File: src/rtl/assert_macros.svh
// Assertion macros used by the decoder controller, dgd_ctrl.
// Active in simulation, empty when SYNTHESIS is defined.
`ifndef ASSERT_MACROS_SVH
`define ASSERT_MACROS_SVH

`ifndef SYNTHESIS

// same-cycle implication
`define DGD_ASSERT_IMP(lbl, clk, rst, ante, cons) \
  lbl: assert property (@(posedge clk) disable iff (rst) (ante) |-> (cons)) \
    else $error("same-cycle implication check failed");

// next-cycle implication
`define DGD_ASSERT_NEXT(lbl, clk, rst, ante, cons) \
  lbl: assert property (@(posedge clk) disable iff (rst) (ante) |=> (cons)) \
    else $error("next-cycle implication check failed");

`else

`define DGD_ASSERT_IMP(lbl, clk, rst, ante, cons)
`define DGD_ASSERT_NEXT(lbl, clk, rst, ante, cons)

`endif

`endif

File: src/rtl/dgd_pkg.sv
// Shared constants and types of the detection grid decoder.
// Used by dgd_ctrl, dgd_datapath and detection_grid_decoder.
`default_nettype none

package dgd_pkg;

  localparam int NUM_CLASSES = 25;

  localparam int CH_W       = 5;
  localparam int CFG_IDX_W  = 3;
  localparam int CFG_DATA_W = 54;
  localparam int DQ_SEL_W   = 3;

  localparam logic [CH_W-1:0] OBJ_CH         = CH_W'(4);
  localparam logic [CH_W-1:0] FIRST_CLASS_CH = CH_W'(5);
  localparam logic [CH_W-1:0] LAST_CH        = CH_W'(4 + NUM_CLASSES);

  localparam logic [CFG_IDX_W-1:0] REG_ZERO_POINT   = 3'd0;
  localparam logic [CFG_IDX_W-1:0] REG_QUANT_SCALE  = 3'd1;
  localparam logic [CFG_IDX_W-1:0] REG_THRESHOLD_Q  = 3'd2;
  localparam logic [CFG_IDX_W-1:0] REG_STRIDE_PX    = 3'd3;
  localparam logic [CFG_IDX_W-1:0] REG_ANCHOR_TABLE = 3'd4;

  localparam logic signed [7:0] ZERO_POINT_RST   = 8'sd0;
  localparam logic [15:0]       QUANT_SCALE_RST  = 16'd256;
  localparam logic signed [7:0] THRESHOLD_Q_RST  = 8'sd0;
  localparam logic [6:0]        STRIDE_PX_RST    = 7'd8;
  localparam logic [53:0]       ANCHOR_TABLE_RST = 54'd811512331508234;

  // dequantizer step: 0..3 box, then objectness, then best probability
  localparam logic [DQ_SEL_W-1:0] DQ_OBJ  = 3'd4;
  localparam logic [DQ_SEL_W-1:0] DQ_PROB = 3'd5;
  localparam logic [DQ_SEL_W-1:0] DQ_LAST = 3'd5;

  typedef struct packed {
    logic                accept;
    logic                deq_en;
    logic [DQ_SEL_W-1:0] deq_sel;
    logic                sqr_en;
    logic                mul_en;
    logic                load_out;
  } dgd_cmd_t;

  typedef struct packed {
    logic emit;
  } dgd_status_t;

endpackage

`default_nettype wire

File: src/rtl/dgd_ctrl.sv
// Controller of the detection grid decoder: handshakes and decode sequencing.
// Depends on dgd_pkg and assert_macros.svh.
`default_nettype none

`include "assert_macros.svh"

module dgd_ctrl (
  input  logic                 clk,
  input  logic                 rst,
  input  logic                 in_valid,
  output logic                 in_ready,
  output logic                 out_valid,
  input  logic                 out_ready,
  input  dgd_pkg::dgd_status_t status,
  output dgd_pkg::dgd_cmd_t    cmd
);
  import dgd_pkg::*;

  typedef enum logic [4:0] {
    ST_IDLE = 5'b00001,
    ST_DEQ  = 5'b00010,
    ST_SQR  = 5'b00100,
    ST_MUL  = 5'b01000,
    ST_OUT  = 5'b10000
  } state_t;

  state_t              state, state_next;
  logic [DQ_SEL_W-1:0] step, step_next;
  logic                accept;
  logic                load_out;

  assign in_ready = (state == ST_IDLE);
  assign accept   = in_valid && in_ready;
  assign load_out = (state == ST_OUT) && (!out_valid || out_ready);

  always_comb begin
    cmd.accept   = accept;
    cmd.deq_en   = (state == ST_DEQ);
    cmd.deq_sel  = step;
    cmd.sqr_en   = (state == ST_SQR);
    cmd.mul_en   = (state == ST_MUL);
    cmd.load_out = load_out;
  end

  always_comb begin
    state_next = state;
    step_next  = step;
    case (state)
      ST_IDLE: begin
        if (accept && status.emit) begin
          state_next = ST_DEQ;
          step_next  = '0;
        end
      end
      ST_DEQ: begin
        if (step == DQ_LAST) begin
          state_next = ST_SQR;
          step_next  = '0;
        end else begin
          step_next = step + 1'b1;
        end
      end
      ST_SQR: state_next = ST_MUL;
      ST_MUL: state_next = ST_OUT;
      ST_OUT: begin
        if (load_out) begin
          state_next = ST_IDLE;
        end
      end
      default: begin
        state_next = ST_IDLE;
        step_next  = '0;
      end
    endcase
  end

  always_ff @(posedge clk) begin
    if (rst) begin
      state     <= ST_IDLE;
      step      <= '0;
      out_valid <= 1'b0;
    end else begin
      state <= state_next;
      step  <= step_next;
      if (load_out) begin
        out_valid <= 1'b1;
      end else if (out_ready) begin
        out_valid <= 1'b0;
      end
    end
  end

  `DGD_ASSERT_NEXT(a_emit_starts_decode, clk, rst, accept && status.emit, state == ST_DEQ)
  `DGD_ASSERT_NEXT(a_deq_done, clk, rst, state == ST_DEQ && step == DQ_LAST, state == ST_SQR)
  `DGD_ASSERT_NEXT(a_result_held, clk, rst, state == ST_OUT && out_valid && !out_ready, state == ST_OUT)
  `DGD_ASSERT_IMP(a_no_accept_busy, clk, rst, state != ST_IDLE, !cmd.accept)
  `DGD_ASSERT_NEXT(a_load_sets_valid, clk, rst, load_out, out_valid)

endmodule

`default_nettype wire

File: config.mk
export PLATFORM = sky130hd
export DESIGN_NAME = dgd_ctrl
export DESIGN_NICKNAME = d
export VERILOG_FILES = /design/src/rtl/dgd_pkg.sv /design/src/rtl/dgd_ctrl.sv
export VERILOG_INCLUDE_DIRS = /design/src /design/src/rtl
export SDC_FILE = /design/constraint.sdc
export NUM_CORES = 1
export LEC_CHECK = 0
export BUFFER_PORTS_ARGS = -buffer_cell sky130_fd_sc_hd__buf_2
export CAP_MARGIN = 20
export CORE_AREA = 2 2 39 41
export DETAILED_ROUTE_END_ITERATION = 8
export DIE_AREA = 0 0 41 43
export PLACE_DENSITY = 0.64
export SYNTH_ARGS = -nofsm -noshare
export SYNTH_HDL_FRONTEND = slang
export SYNTH_SLANG_ARGS = --single-unit
File: constraint.sdc
create_clock -name clk -period 3.05 [get_ports clk]
set_input_delay 0.61 -clock clk [delete_from_list [all_inputs] [get_ports clk]]
set_output_delay 0.61 -clock clk [all_outputs]
set_load 0.05 [all_outputs]
==> flow_summary.yaml <==
run_status:
  outcome: "complete, no violations"
worst_setup_path:
  slowest_delay_ns: 0.52
  worst-r2r-setup-slack_ns: 1.54
  regToRegStartpoint: "state[4]"
  timing.critical_path.cells: "nand2b_1 -> nor4_4 -> and2_1 -> buf_2"
  cp_data_required_time_ns: 2.44
  reg2reg_to: "step[1]"
  cp_slowest_cell: "dfxtp_1"
  timing.critical_path.fanout_max: 10
  startpoint_type: "flop"
  path_class: "reg -> out"
  worst_setup_path_end_kind: "output pin"
  r2r.worst_path.cells: 4
  critical_path_arrival_ns: 1.65
power_and_ir_drop:
  cell_leakage_power_nw: 0.2485
  vdd.ir_drop.worst_mv: 0.4119
  total_power_mw: 0.6156
  power.density_nw_per_um2: 990.0
yosys:
  synth_nets: 70
  synth_mux_area_frac: 0
  synth-xor-area-share: 0.01532
  synth-simple-area-share: 0.2823
  yosysSeqAreaShare: 0.3151
  post_synth_inst_count: 65
  synth_adder_area_share: 0
  yosys_register_bits: 9
  synth_largest_area_cell: "dfxtp_1"
  synth.cell_area_um2: 571.8
  synth_warnings: 0
  postSynth.asyncResetShare: 0
  synth_enable_flop_cells: 0
  synthDominantCellAreaShare: 0.3151
  synth_top_family_by_area: "simple AND/OR/NAND/NOR gates"
  synth-compound-area-share: 0.2451
  yosys-top-cells-area: "dfxtp_1 32%, buf_4 5.3%, nand2b_1 4.4%"
  postSynthAreaPerCell_um2: 8.797
  synth_top_flop_cell: "dfxtp_1"
  post_synth_num_cell_types: 34
clock_tree:
  cts_root_buffer: "clkbuf_4"
  cts_tree: "done"
  cts_sinks: 9
  cts-hold-fix-buffers: 0
  max_buffers_root_to_sink: 2
  numCtsBuffers: 3
  clkLatencyLatePin_ns: 0.25
  cts-resized-gates: 0
  cts_max_level: 1
  post_cts.repair.setup_buffers: 0
  worst_setup_hold_path_clk_slew_ns: 0.06
sta:
  setup-violations-final: 0
  fmax_mhz: 442.4
  holdWs_ns: 0.5196
  slew_violations: 0
  fin_skew_ns: 0.001754
  fin_setup_tns_ns: 0
  rsz0062_at_grt: "false"
  timing.final.hold_violations: 0
  tightest_slew_ns: 0.3931
  layout_worst_path_cycle_share: 0.7412
  finalWorstPathRequiredPeriod_ns: 2.261
  maxSlewHeadroom: 0.7376
floorplan:
  dieWidth_um: 41
  core_area_um2: 1384
  boundaryPins: 15
  num_rows: 14
  initial_utilization: 0.4132
  fp.dieArea_um2: 1763
  die-height_um: 43
cells_and_area:
  area_growth_syn_to_layout_pct: 8.753
  fin_nets: 80
  fin_util: 0.4494
  leading_cell_type_in_the_layout_fill_and_taps_excluded: "buf_2"
  fillCellCount: 147
  drive_gt1_frac: 0.2973
  final_cell_mix: "14 x buf_2, 9 x dfxtp_1, 4 x nand2b_1, 4 x a21oi_1"
  num_antenna_cells: 0
worst_hold_path:
  worstHoldPathType: "reg -> reg"
  hold_path_depth: 1
  worst_hold_path.endpoint: "step[1]"
  hold_sp: "step[1]"
drt:
  detail_route.iter0.violations: 6
  drc: 0
  avg_wl_per_cell_um: 12.04
  num_vias: 489
  drt_pre_antenna_iters: 3
  ant_nets: 0
  vias_per_cell: 5.433
  routed_wirelength_mm: 1.084
job:
  drv.max_cap_violation_count: 0
grt:
  antenna_found_initial: 0
  globalRoute.totalOverflow: 0
  vias_in_the_first_global_route: 411
  grt_usage: 0.1618
  grt_max_degree: 11
  grt_first_pass_wirelength_mm: 1.849
placed_design:
  port_buffers: 14
  dpl.hpwl_um: 819.8
  gpl_wtd_cong: 0.6979
[worst max path at each step]
| stage | start | endpoint | slack, ns | depth (start not counted) |
|---|---|---|---|---|
| after global routing | state[0] | cmd[7] | 0.65 | 4 |
| after floorplan | state[3] | cmd[7] | 0.78 | 5 |
| after global placement | state[0] | cmd[7] | 1.10 | 4 |
| after detailed placement | state[0] | cmd[7] | 1.07 | 4 |
| final | state[0] | cmd[7] | 0.79 | 4 |
| after CTS | state[0] | cmd[7] | 0.78 | 4 |
[metrics by stage]
stage / instances / instance area (um^2) / worst slack (ns)
floorplan: 65 / 571.8 / 0.7845
finish: 90 / 621.8 / 0.7894
global placement: 86 / 595.6 / 1.104
detailed placement: 86 / 595.6 / 1.068
global route: 90 / 621.8 / 0.6500
CTS: 90 / 621.8 / 0.7816
[worst max-delay path: cells and delay by family, from the launching register on]
| family | cells | cell delay (ns) |
|---|---|---|
| flip-flops | 1 | 0.52 |
| buffers and inverters | 1 | 0.25 |
| AND/OR/NAND/NOR | 3 | 0.62 |
[routing by layer]
layer  share of wire  track usage  vias up
li1                -            -      257
met1            0.46       0.2204      220
met2            0.48       0.2063       10
met3           0.042      0.03141        2
met4           0.016       0.1400        0
met5               0            0        -
[flip-flops by register name, summed over array words and instances, names as in the netlist]
| register | flops |
|---|---|
| state | 5 |
| step | 3 |
| out_valid | 1 |
[area by class of cell]
cell class	instances	area [um^2]	area share
inverter	4	15.01	0.02414
tap	16	20.02	0.03219
clock buffer	4	26.28	0.04225
timing repair buffer	14	70.07	0.1127
sequential	9	180.2	0.2897
multi-input combinational	43	310.3	0.4990
[cell families after synthesis]
group,after synthesis
AND/OR/NAND/NOR,23
AO/OA/AOI/OAI,19
buffers and inverters,13
flip-flops,9
XOR/XNOR,1
[synthesized netlist by cell type (all sizes together) (2+ instances only)]
master and n:
inv 4, and3 2, nor3 3, a311oi 2, dfxtp 9, nor2b 2, nand2b 5, buf 9
nand2 3, o211ai 2, nor4 4, a31oi 2, a21oi 4, o21ai 2
[power by group]
group | switching (mW) | internal [mW] | total (mW) | leakage (nW)
Combinational | 0.211 | 0.118 | 0.330 | 0.160
Sequential | 0.0568 | 0.140 | 0.197 | 0.0732
Clock | 0.0386 | 0.0502 | 0.0888 | 0.0150
Total | 0.307 | 0.309 | 0.616 | 0.249
Note: power is estimated with default switching activity, not from simulation.
